--- src/sis_pkg.sv ---
// ----------------------------------------------------------------------------
// sis_pkg
// Shared types and codes for the sorted integer set: word layouts of the
// command and result channels, command codes and controller states.
// ----------------------------------------------------------------------------
`default_nettype none

package sis_pkg;

	localparam int unsigned VALUE_W     = 32;
	localparam int unsigned COUNT_OUT_W = 7;

	localparam logic [1:0] CMD_INSERT = 2'd0;
	localparam logic [1:0] CMD_DELETE = 2'd1;

	typedef struct packed {
		logic [1:0]                command;
		logic signed [VALUE_W-1:0] value;
	} item_t;

	typedef struct packed {
		logic                      was_present;
		logic                      full_reject;
		logic [COUNT_OUT_W-1:0]    entry_count;
		logic signed [VALUE_W-1:0] mean_value;
	} result_t;

	typedef enum logic [2:0] {
		ST_IDLE,
		ST_SEARCH,
		ST_CMP,
		ST_DECIDE,
		ST_INS,
		ST_DEL,
		ST_DIV,
		ST_WAIT
	} state_t;

endpackage

`default_nettype wire

--- src/sis_ram.sv ---
// ----------------------------------------------------------------------------
// sis_ram
// Generic single-clock RAM: one write port, one read port, registered read.
// ----------------------------------------------------------------------------
`default_nettype none

module sis_ram #(
	parameter int unsigned WIDTH = 32,
	parameter int unsigned DEPTH = 64
) (
	input  wire logic                     clk,
	input  wire logic                     we,
	input  wire logic [$clog2(DEPTH)-1:0] waddr,
	input  wire logic [WIDTH-1:0]         wdata,
	input  wire logic [$clog2(DEPTH)-1:0] raddr,
	output logic      [WIDTH-1:0]         rdata
);

	logic [WIDTH-1:0] mem_q [DEPTH];

	always_ff @(posedge clk) begin
		if (we) begin
			mem_q[waddr] <= wdata;
		end
		rdata <= mem_q[raddr];
	end

endmodule

`default_nettype wire

--- src/sis_div.sv ---
// ----------------------------------------------------------------------------
// sis_div
// Iterative signed-by-unsigned divider, one quotient bit per cycle.
// Restoring division on the magnitude; quotient truncated toward zero.
// ----------------------------------------------------------------------------
`default_nettype none

module sis_div #(
	parameter int unsigned NW = 38,
	parameter int unsigned DW = 7
) (
	input  wire logic                 clk,
	input  wire logic                 arst_n,
	input  wire logic                 start,
	input  wire logic signed [NW-1:0] dividend,
	input  wire logic [DW-1:0]        divisor,
	output logic                      done,
	output logic signed [NW-1:0]      quotient
);

	localparam int unsigned STW = $clog2(NW);

	logic            run_q;
	logic            done_q;
	logic [STW-1:0]  step_q;
	logic            neg_q;
	logic [NW-1:0]   quo_q;
	logic [DW-1:0]   rem_q;
	logic [DW:0]     trial;
	logic [DW:0]     diff;
	logic            qbit;

	assign trial = {rem_q, quo_q[NW-1]};
	assign diff  = trial - {1'b0, divisor};
	assign qbit  = (trial >= {1'b0, divisor});

	always_ff @(posedge clk or negedge arst_n) begin
		if (!arst_n) begin
			run_q  <= 1'b0;
			done_q <= 1'b0;
			step_q <= '0;
		end else begin
			done_q <= 1'b0;
			if (start) begin
				run_q  <= 1'b1;
				step_q <= '0;
			end else if (run_q) begin
				step_q <= step_q + STW'(1);
				if (step_q == STW'(NW - 1)) begin
					run_q  <= 1'b0;
					done_q <= 1'b1;
				end
			end
		end
	end

	always_ff @(posedge clk) begin
		if (start) begin
			neg_q <= dividend[NW-1];
			quo_q <= dividend[NW-1] ? NW'(-dividend) : NW'(dividend);
			rem_q <= '0;
		end else if (run_q) begin
			// shift in the next dividend bit, subtract when it fits
			rem_q <= qbit ? diff[DW-1:0] : trial[DW-1:0];
			quo_q <= {quo_q[NW-2:0], qbit};
		end
	end

	assign done     = done_q;
	assign quotient = neg_q ? -signed'(quo_q) : signed'(quo_q);

endmodule

`default_nettype wire

--- src/sorted_integer_set_top.sv ---
// Processing: a binary search over the n stored entries, a search and a compare
// state per step, then one entry moved per cycle for an insert or delete, then
// the divider for the mean, which is skipped when the set is empty.
// One word is processed at a time, with busy high throughout.
// The result strobe lasts one cycle; the receiver cannot stall and the next word
// may be started in that cycle. Reset empties the set at once, with no sweep.
// ----------------------------------------------------------------------------
// sorted_integer_set_top
// Sorted set of distinct signed integers kept in one RAM, with insert, delete
// and lookup, reporting presence, count and truncated mean of the entries.
// ----------------------------------------------------------------------------
`default_nettype none

module sorted_integer_set_top
	import sis_pkg::*;
#(
	parameter int unsigned CAPACITY = 64
) (
	input  wire logic  clk,
	input  wire logic  arst_n,
	input  wire logic  start,
	input  wire item_t item,
	output logic       busy,
	output logic       done,
	output result_t    result
);

	localparam int unsigned CW = $clog2(CAPACITY + 1);
	localparam int unsigned AW = $clog2(CAPACITY);
	localparam int unsigned SW = VALUE_W + $clog2(CAPACITY);

	state_t                   state_q, state_d;
	logic [1:0]               cmd_q;
	logic signed [VALUE_W-1:0] val_q;
	logic [CW-1:0]            lo_q, hi_q, idx_q, cnt_q;
	logic [AW-1:0]            wr_addr_q;
	logic                     pend_q, found_q, reject_q, done_q;
	logic signed [SW-1:0]     sum_q;
	result_t                  result_q;

	logic [CW:0]              mid_sum;
	logic [CW-1:0]            mid;
	logic [CW-1:0]            ins_rd, del_rd;
	logic [VALUE_W-1:0]       rd_data;
	logic signed [VALUE_W-1:0] rd_val;
	logic                     ram_we;
	logic [AW-1:0]            ram_waddr, ram_raddr;
	logic [VALUE_W-1:0]       ram_wdata;
	logic                     div_start, div_done;
	logic signed [SW-1:0]     div_quo;
	logic                     is_full, ins_new, del_hit;

	assign mid_sum = {1'b0, lo_q} + {1'b0, hi_q};
	assign mid     = mid_sum[CW:1];
	assign ins_rd  = idx_q - CW'(1);
	assign del_rd  = idx_q + CW'(1);
	assign rd_val  = signed'(rd_data);
	assign is_full = (cnt_q == CW'(CAPACITY));
	assign ins_new = (cmd_q == CMD_INSERT) && !found_q;
	assign del_hit = (cmd_q == CMD_DELETE) && found_q;

	sis_ram #(
		.WIDTH(VALUE_W),
		.DEPTH(CAPACITY)
	) u_ram (
		.clk   (clk),
		.we    (ram_we),
		.waddr (ram_waddr),
		.wdata (ram_wdata),
		.raddr (ram_raddr),
		.rdata (rd_data)
	);

	sis_div #(
		.NW(SW),
		.DW(CW)
	) u_div (
		.clk      (clk),
		.arst_n   (arst_n),
		.start    (div_start),
		.dividend (sum_q),
		.divisor  (cnt_q),
		.done     (div_done),
		.quotient (div_quo)
	);

	always_ff @(posedge clk or negedge arst_n) begin
		if (!arst_n) begin
			state_q <= ST_IDLE;
		end else begin
			state_q <= state_d;
		end
	end

	always_comb begin
		state_d   = state_q;
		ram_we    = 1'b0;
		ram_waddr = wr_addr_q;
		ram_wdata = rd_data;
		ram_raddr = '0;
		div_start = 1'b0;
		case (state_q)
			ST_IDLE: begin
				if (start) begin
					state_d = ST_SEARCH;
				end
			end
			ST_SEARCH: begin
				if (lo_q < hi_q) begin
					ram_raddr = mid[AW-1:0];
					state_d   = ST_CMP;
				end else begin
					state_d = ST_DECIDE;
				end
			end
			ST_CMP: begin
				state_d = ST_SEARCH;
			end
			ST_DECIDE: begin
				if (ins_new && !is_full) begin
					state_d = ST_INS;
				end else if (del_hit) begin
					state_d = ST_DEL;
				end else begin
					state_d = ST_DIV;
				end
			end
			ST_INS: begin
				// walk down from the top, one entry moved up per cycle
				ram_raddr = ins_rd[AW-1:0];
				if (pend_q) begin
					ram_we = 1'b1;
				end else if (idx_q == lo_q) begin
					ram_we    = 1'b1;
					ram_waddr = lo_q[AW-1:0];
					ram_wdata = val_q;
					state_d   = ST_DIV;
				end
			end
			ST_DEL: begin
				// walk up from the hole, one entry moved down per cycle
				ram_raddr = del_rd[AW-1:0];
				if (pend_q) begin
					ram_we = 1'b1;
				end
				if (del_rd >= cnt_q) begin
					state_d = ST_DIV;
				end
			end
			ST_DIV: begin
				if (cnt_q == '0) begin
					state_d = ST_IDLE;
				end else begin
					div_start = 1'b1;
					state_d   = ST_WAIT;
				end
			end
			ST_WAIT: begin
				if (div_done) begin
					state_d = ST_IDLE;
				end
			end
			default: begin
				state_d = ST_IDLE;
			end
		endcase
	end

	always_ff @(posedge clk or negedge arst_n) begin
		if (!arst_n) begin
			cnt_q  <= '0;
			sum_q  <= '0;
			pend_q <= 1'b0;
			done_q <= 1'b0;
		end else begin
			done_q <= 1'b0;
			case (state_q)
				ST_IDLE: begin
					pend_q <= 1'b0;
				end
				ST_INS: begin
					if (idx_q != lo_q) begin
						pend_q <= 1'b1;
					end else begin
						pend_q <= 1'b0;
						if (!pend_q) begin
							cnt_q <= cnt_q + CW'(1);
							sum_q <= sum_q + SW'(val_q);
						end
					end
				end
				ST_DEL: begin
					if (del_rd < cnt_q) begin
						pend_q <= 1'b1;
					end else begin
						pend_q <= 1'b0;
						cnt_q  <= cnt_q - CW'(1);
						sum_q  <= sum_q - SW'(val_q);
					end
				end
				ST_DIV: begin
					if (cnt_q == '0) begin
						done_q <= 1'b1;
					end
				end
				ST_WAIT: begin
					if (div_done) begin
						done_q <= 1'b1;
					end
				end
				default: begin
				end
			endcase
		end
	end

	always_ff @(posedge clk) begin
		case (state_q)
			ST_IDLE: begin
				if (start) begin
					cmd_q    <= item.command;
					val_q    <= item.value;
					lo_q     <= '0;
					hi_q     <= cnt_q;
					found_q  <= 1'b0;
					reject_q <= 1'b0;
				end
			end
			ST_CMP: begin
				if (rd_val < val_q) begin
					lo_q <= mid + CW'(1);
				end else begin
					hi_q <= mid;
				end
				if (rd_val == val_q) begin
					found_q <= 1'b1;
				end
			end
			ST_DECIDE: begin
				reject_q <= ins_new && is_full;
				idx_q    <= (cmd_q == CMD_INSERT) ? cnt_q : lo_q;
			end
			ST_INS: begin
				if (idx_q != lo_q) begin
					wr_addr_q <= idx_q[AW-1:0];
					idx_q     <= ins_rd;
				end
			end
			ST_DEL: begin
				if (del_rd < cnt_q) begin
					wr_addr_q <= idx_q[AW-1:0];
					idx_q     <= del_rd;
				end
			end
			ST_DIV: begin
				if (cnt_q == '0) begin
					result_q.was_present <= found_q;
					result_q.full_reject <= reject_q;
					result_q.entry_count <= COUNT_OUT_W'(cnt_q);
					result_q.mean_value  <= '0;
				end
			end
			ST_WAIT: begin
				if (div_done) begin
					result_q.was_present <= found_q;
					result_q.full_reject <= reject_q;
					result_q.entry_count <= COUNT_OUT_W'(cnt_q);
					result_q.mean_value  <= VALUE_W'(div_quo);
				end
			end
			default: begin
			end
		endcase
	end

	assign busy   = (state_q != ST_IDLE);
	assign done   = done_q;
	assign result = result_q;

endmodule

`default_nettype wire

--- config.mk ---
export PLATFORM = sky130hd
export DESIGN_NAME = sorted_integer_set_top
export DESIGN_NICKNAME = d
export VERILOG_FILES = /design/src/sis_pkg.sv /design/src/sis_ram.sv /design/src/sis_div.sv /design/src/sorted_integer_set_top.sv
export SDC_FILE = /design/constraint.sdc
export NUM_CORES = 2
export LEC_CHECK = 0
export BUFFER_PORTS_ARGS = -buffer_cell sky130_fd_sc_hd__buf_2
export CORE_MARGIN = 3
export CORE_UTILIZATION = 45
export CTS_CLUSTER_SIZE = 12
export DETAILED_ROUTE_END_ITERATION = 16
export GPL_ROUTABILITY_DRIVEN = 1
export PLACE_DENSITY_LB_ADDON = 0.12
export REMOVE_ABC_BUFFERS = 1
export SYNTH_ARGS = -nofsm -noshare
export SYNTH_HDL_FRONTEND = slang
export SYNTH_SLANG_ARGS = --single-unit
--- constraint.sdc ---
create_clock -name clk -period 8.9 [get_ports clk]
set_input_delay 0.89 -clock clk [delete_from_list [all_inputs] [get_ports clk]]
set_output_delay 0.89 -clock clk [all_outputs]
set_load 0.03 [all_outputs]
# Yosys cells after proc, flatten, opt, wreduce, memory -nomap -nowiden
# Memories as Yosys holds them, arrays and structs flattened. A register that Yosys moved wholly into a read port is not among the register bits.
# Cells that the tools add are included.
# Widths: inputs -> output; s select.
[totals] mem_count=1 register_bits=208 ramBits=2048 latchBits=0 romBits=0 inputBits=37 output_inout_bits=43
[op_classes] eq_ne=26 div=0 n_shift=0 n_bitwise=0 addsub=12 muxes=73 mul=0 reduce_logical=27 n_lt_le_gt_ge=5
[memory_table] name="u_ram.mem_q" words=64 word_bits=32 read_ports=1 rd_clocked_by_memory_dff=1 write_ports=1 line_no="sis_ram.sv:19" source="logic [WIDTH-1:0] mem_q [DEPTH];"
[ops] op="$mux 38" count=6
[ops] op="$mux 32" count=4
[ops] op="$mux 41" count=2
[ops] op="$pmux 41 s2" count=1
[ops] op="$mux 7" count=11
[ops] op="$pmux 38 s2" count=1
[ops] op="$mux 6" count=8
[ops] op="$pmux 7 s2" count=3
[ops] op="$add 38x32->38" count=1
[ops] op="$neg 38->38" count=1
[ops] op="$sub 38x32->38" count=1
[ops] op="$eq 32x32->1" count=1
[ops] op="$lt 32x32->1" count=1
[ops] op="$neg 32->32" count=1
[ops] op="$ne 2x2->1 const B" count=12
[ops] op="$pmux 3 s8" count=1
[ops] op="$add 7x1->7 const B" count=3
[ops] op="$pmux 7 s3" count=1
[ops] op="$mux 1" count=20
[ops] op="$mux 3" count=6
[ops] op="$pmux 6 s3" count=1
[ops] op="$reduce_and 3->1" count=6
[ops] op="$lt 7x7->1" count=2
[ops] op="$sub 7x1->7 const B" count=2
[ops] op="other kinds (28)" count=47

# Logic depth before layout (Yosys ltp)
[logic_depth] word_depth=6 mapped_depth=20 depth_no_buf=19

# By module
# From an unflattened synthesis, not the netlist that was laid out.
[unflattened] hier_cells=4931 hier_area_um2=93676.1
[by_module_without_submodules] mod="sis_ram" cells_per_inst=3324 instances=1 area_per_inst_um2=78515.3
[by_module_without_submodules] mod="sorted_integer_set_top" cells_per_inst=1113 instances=1 area_per_inst_um2=10913.0
[by_module_without_submodules] mod="sis_div" cells_per_inst=494 instances=1 area_per_inst_um2=4247.8

# Least setup slack after synthesis
# Ideal clock, no wire load.
[synth_timing] path_kind="reg2reg" start="register state_q[0]" end="memory u_ram.mem_q[0][0] (data pin)" period_less_slack_ns=4.853 path_buffers=4 setup_ns=0.702 path_slack_ns=4.047 path_stages_with_launch=7 t_arrival_ns=4.150 path_cell_list="dfrtp_1 > clkbuf_1 > clkbuf_1 > nor4_1 > clkbuf_1 > buf_1 > o21ai_0"
[synth_between] elab_chain_len=2
[synth_rtl] element="start, declared" line_no="sorted_integer_set_top.sv:32" source="state_t state_q, state_d;"
[synth_rtl] element="start signal, assigned" line_no="sorted_integer_set_top.sv:91" source="state_q <= state_d;"
[synth_rtl] element="$eq 3x3->1" line_no="sorted_integer_set_top.sv:102" source="case (state_q)"
[synth_rtl] element="$mux 32" line_no="sorted_integer_set_top.sv:102"
[synth_rtl] element="named net ram_wdata[0]" line_no="sorted_integer_set_top.sv:48" source="logic [VALUE_W-1:0] ram_wdata;"
[synth_rtl] element="end, declared" line_no="sis_ram.sv:19"
# The timed path passes the listed nets, and every way through them passes these cells.

# Worst setup path after layout
[layout_timing] start="register val_q[5]" end="register sum_q[32]"
[layout_between] elab_chain_len=4
[layout_rtl] element="start, declared" line_no="sorted_integer_set_top.sv:34" source="logic signed [VALUE_W-1:0] val_q;"
[layout_rtl] element="start signal, assigned" line_no="sorted_integer_set_top.sv:222" source="val_q <= item.value;"
[layout_rtl] element="$add 38x32->38" line_no="sorted_integer_set_top.sv:188" source="sum_q <= sum_q + SW'(val_q);"
[layout_rtl] element="$mux 38" line_no="sorted_integer_set_top.sv:186" source="if (!pend_q) begin"
[layout_rtl] element="$mux 38" line_no="sorted_integer_set_top.sv:182" source="if (idx_q != lo_q) begin"
[layout_rtl] element="$pmux 38 s2 (*)" line_no="sorted_integer_set_top.sv:177" source="case (state_q)"
[layout_rtl] element="end signal, assigned" line_no="sorted_integer_set_top.sv:188"
[layout_rtl] element="end signal, assigned" line_no="sorted_integer_set_top.sv:198" source="sum_q <= sum_q - SW'(val_q);"
[layout_rtl] element="end, declared" line_no="sorted_integer_set_top.sv:38" source="logic signed [SW-1:0] sum_q;"
# Every way passes the cells marked *; elsewhere a longest branch is shown, timed or not. The select of a mux whose other input is x is not followed.
# A chain may end at the register's enable or synchronous reset.

==> impl_metrics.env <==
export IMPL_hold_class="in2reg"
export IMPL_cts_htree_levels=4
export IMPL_startpoint_type="flop"
export IMPL_slew_headroom=0.0924
export IMPL_final_cell_mix="2191 x edfxtp_1, 1526 x nand2_1, 440 x nand3_1"
export IMPL_synth_flop_cell="edfxtp_1"
export IMPL_fp_row_count=167
export IMPL_dr_total_vias=59100
export IMPL_cts_resized=0
export IMPL_layout_commonest_cell="edfxtp_1"
export IMPL_clockBufferDepth=3
export IMPL_drc=0
export IMPL_period_share=0.622
export IMPL_worst_slew_pin_slew_ns=1.36
export IMPL_cp_data_arrival_time_ns=6.23
export IMPL_die_x_um=465
export IMPL_final_area_mm2=0.107
export IMPL_fmax_mhz=181
export IMPL_syn_inst=6829
export IMPL_start_util=0.455
export IMPL_power_uw=42000
export IMPL_whs_ns=0.202
export IMPL_crit_top_cell="a21oi_1"
export IMPL_setup_violations_final=0
export IMPL_ys_types=74
export IMPL_fin_tns_setup_ns=0
export IMPL_grt_max_degree=142
export IMPL_synth_edf_count=2191
export IMPL_drive_gt1_frac=0.113
export IMPL_antenna_left=0
export IMPL_worstPathCellList="or4_1, or3_1, or3_1, nand2b_1, nor4_1, nor2_1, xnor2_1, ha_1, a21o_1, a21oi_1, o21ai_0, a21o_1, a21oi_1, a2bb2oi_1, nand2_1, a21oi_1, xor2_1, o21ai_0"
export IMPL_drv_cap=0
export IMPL_status="finished clean"
export IMPL_dp_cells=9468
export IMPL_grt_pass1_wl_um=411000
export IMPL_die_area_mm2=0.217
export IMPL_cts_sinks=2288
export IMPL_fin_cells=9889
export IMPL_cts_root_buf="clkbuf_16"
export IMPL_slowest_delay_ns=0.85
export IMPL_dr_pass1_iters=7
export IMPL_grt_overflow=0
export IMPL_cts_hold_buf=0
export IMPL_areaGrowthSynthToFinish_pct=12.3
export IMPL_min_period_ns=5.54
export IMPL_endpoint_kind="flop"
export IMPL_vias_per_cell=5.98
export IMPL_required_ns=9.60
export IMPL_hpwl_um=160000
export IMPL_ys_seq_elements=2288
export IMPL_place_gp_congestion=0.879
export IMPL_routed_wl_um=287000
export IMPL_fin_skew_ns=0.0497
export IMPL_rsz0062_at_grt="false"
export IMPL_cts_reportedPaths_clkPinSlew_ns=0.06
export IMPL_ios=80
export IMPL_crit_buf_inv=0
export IMPL_path_class="reg2reg"
export IMPL_grt_usage=0.261
export IMPL_synth_area_mm2=0.0949
export IMPL_portBuffers=79
export IMPL_critical_path_top_delay_family="simple AND/OR/NAND/NOR gates"
export IMPL_final_max_slew_viol_count=0
export IMPL_critPathSlowestCell="nor4_1"
export IMPL_core_area_mm2=0.209
export IMPL_p_leak_uw=0.0373
export IMPL_clock_latency_ns=0.86
export IMPL_die_h_um=465
export IMPL_worstPathMaxFanout=7
export IMPL_yosysWarnings=0
export IMPL_post_drt_wl_per_cell_um=29.0
export IMPL_powerDensity_mw_per_mm2=394
export IMPL_cts_tree="yes"
export IMPL_first_global_vias=56900
export IMPL_post_cts_buffers=0
export IMPL_vdd_ir_drop_max_mv=0.461
export IMPL_antenna_found_initial=8
export IMPL_numCtsBuffers=233
export IMPL_hold_violations=0
export IMPL_avgSynthCellArea_um2=13.9
export IMPL_synthArstFlopShare=0.0253
export IMPL_seq_area_frac_synth=0.716
export IMPL_dpl_instance_area_mm2=0.0994
export IMPL_initialDrtViolationCount=7125
export IMPL_nNetsFinal=7065
final timing paths:
path,start,endpoint,slack [ns],cells after the start
worst max-delay path,val_q[5]$_DFFE_PP_,sum_q[32]$_DFFE_PN0P_,3.36,18
worst min-delay path,item[21],val_q[21]$_DFFE_PP_,0.20,1
worst max register to register,val_q[5]$_DFFE_PP_,sum_q[32]$_DFFE_PN0P_,3.36,18
worst min register to register,u_div.rem_q[6]$_SDFFE_PP0P_,u_div.rem_q[6]$_SDFFE_PP0P_,0.47,2
max in group asynchronous,arst_n,sum_q[19]$_DFFE_PN0P_,8.17,2
min in group asynchronous,arst_n,sum_q[0]$_DFFE_PN0P_,0.21,2
Yosys cell counts (66+ instances only):
| library cell | instances | share of area |
|---|---|---|
| a21oi_1 | 87 | 0.0046 |
| a221o_1 | 74 | 0.0078 |
| a311oi_1 | 107 | 0.0099 |
| a31oi_1 | 122 | 0.0080 |
| and3_1 | 154 | 0.010 |
| buf_1 | 66 | 0.0026 |
| clkbuf_1 | 289 | 0.011 |
| edfxtp_1 | 2191 | 0.69 |
| ha_1 | 108 | 0.014 |
| inv_1 | 81 | 0.0032 |
| mux2i_1 | 232 | 0.024 |
| mux4_2 | 91 | 0.022 |
| nand2_1 | 1528 | 0.060 |
| nand3_1 | 441 | 0.023 |
| nor2_1 | 226 | 0.0089 |
| o21ai_0 | 173 | 0.0091 |
| xnor2_1 | 76 | 0.0070 |
| xor2_1 | 98 | 0.0090 |
per-stage QoR:
stage	setup slack (ns)	util
after floorplan	-15.13	-
after global placement	3.41	0.477
after detailed placement	3.39	0.477
after CTS	3.37	0.511
after global routing	2.83	0.511
final	3.36	0.511
flip-flops by register name (all words and copies together), names as in the netlist, 32 cells and up:
register	count
u_ram.rdata	32
result	41
u_ram.mem_q	2048
sum_q	38
u_div.quo_q	38
val_q	32
layout make-up:
type | count | area (um2)
Clock inverter | 69 | 643
Antenna cell | 2 | 5.00
Multi-Input combinational cell | 4064 | 25700
Timing Repair Buffer | 245 | 1840
Sequential cell | 2288 | 68000
Inverter | 84 | 315
Tap cell | 2788 | 3490
Fill cell | 17700 | 102000
Clock buffer | 349 | 6590
logic make-up (layout without fill, tap and decap cells):
family | after synthesis | in the layout | synth area share
AND/OR/NAND/NOR | 2538 | 2538 | 0.116
flip-flops | 2288 | 2288 | 0.716
AO/OA/AOI/OAI | 881 | 881 | 0.0672
buffers and inverters | 477 | 747 | 0.0194
multiplexers | 359 | 359 | 0.0503
XOR/XNOR | 174 | 174 | 0.0161
adder cells (fa/ha/maj) | 112 | 112 | 0.0151
other | 0 | 2 | 0
worst register-to-register path, stage by stage, from the launching register on:
cell and delay, ns:
edfxtp_1 0.47, or4_1 0.60, or3_1 0.33, or3_1 0.40
nand2b_1 0.21, nor4_1 0.85, nor2_1 0.12, xnor2_1 0.17
ha_1 0.38, a21o_1 0.20, a21oi_1 0.16, o21ai_0 0.12
a21o_1 0.19, a21oi_1 0.19, a2bb2oi_1 0.40, nand2_1 0.14
a21oi_1 0.20, xor2_1 0.15, o21ai_0 0.09
layer usage:
layer / part of all wire / vias up / wire (um) / global-route usage
met1: 0.42 / 30200 / 122000 / 0.373
met2: 0.47 / 2473 / 134000 / 0.415
li1: - / 26000 / - / -
met3: 0.076 / 427 / 21800 / 0.0376
met4: 0.032 / 0 / 9120 / 0.0823
met5: 0 / - / 0 / 0
report_power, final:
| part | total, uW | internal (uW) | switching [uW] |
|---|---|---|---|
| Sequential | 14800 | 14000 | 797 |
| Clock | 9350 | 5280 | 4060 |
| Combinational | 17900 | 5400 | 12500 |
| Total | 42000 | 24700 | 17300 |
No activity file was read; power rests on OpenSTA's default activity.
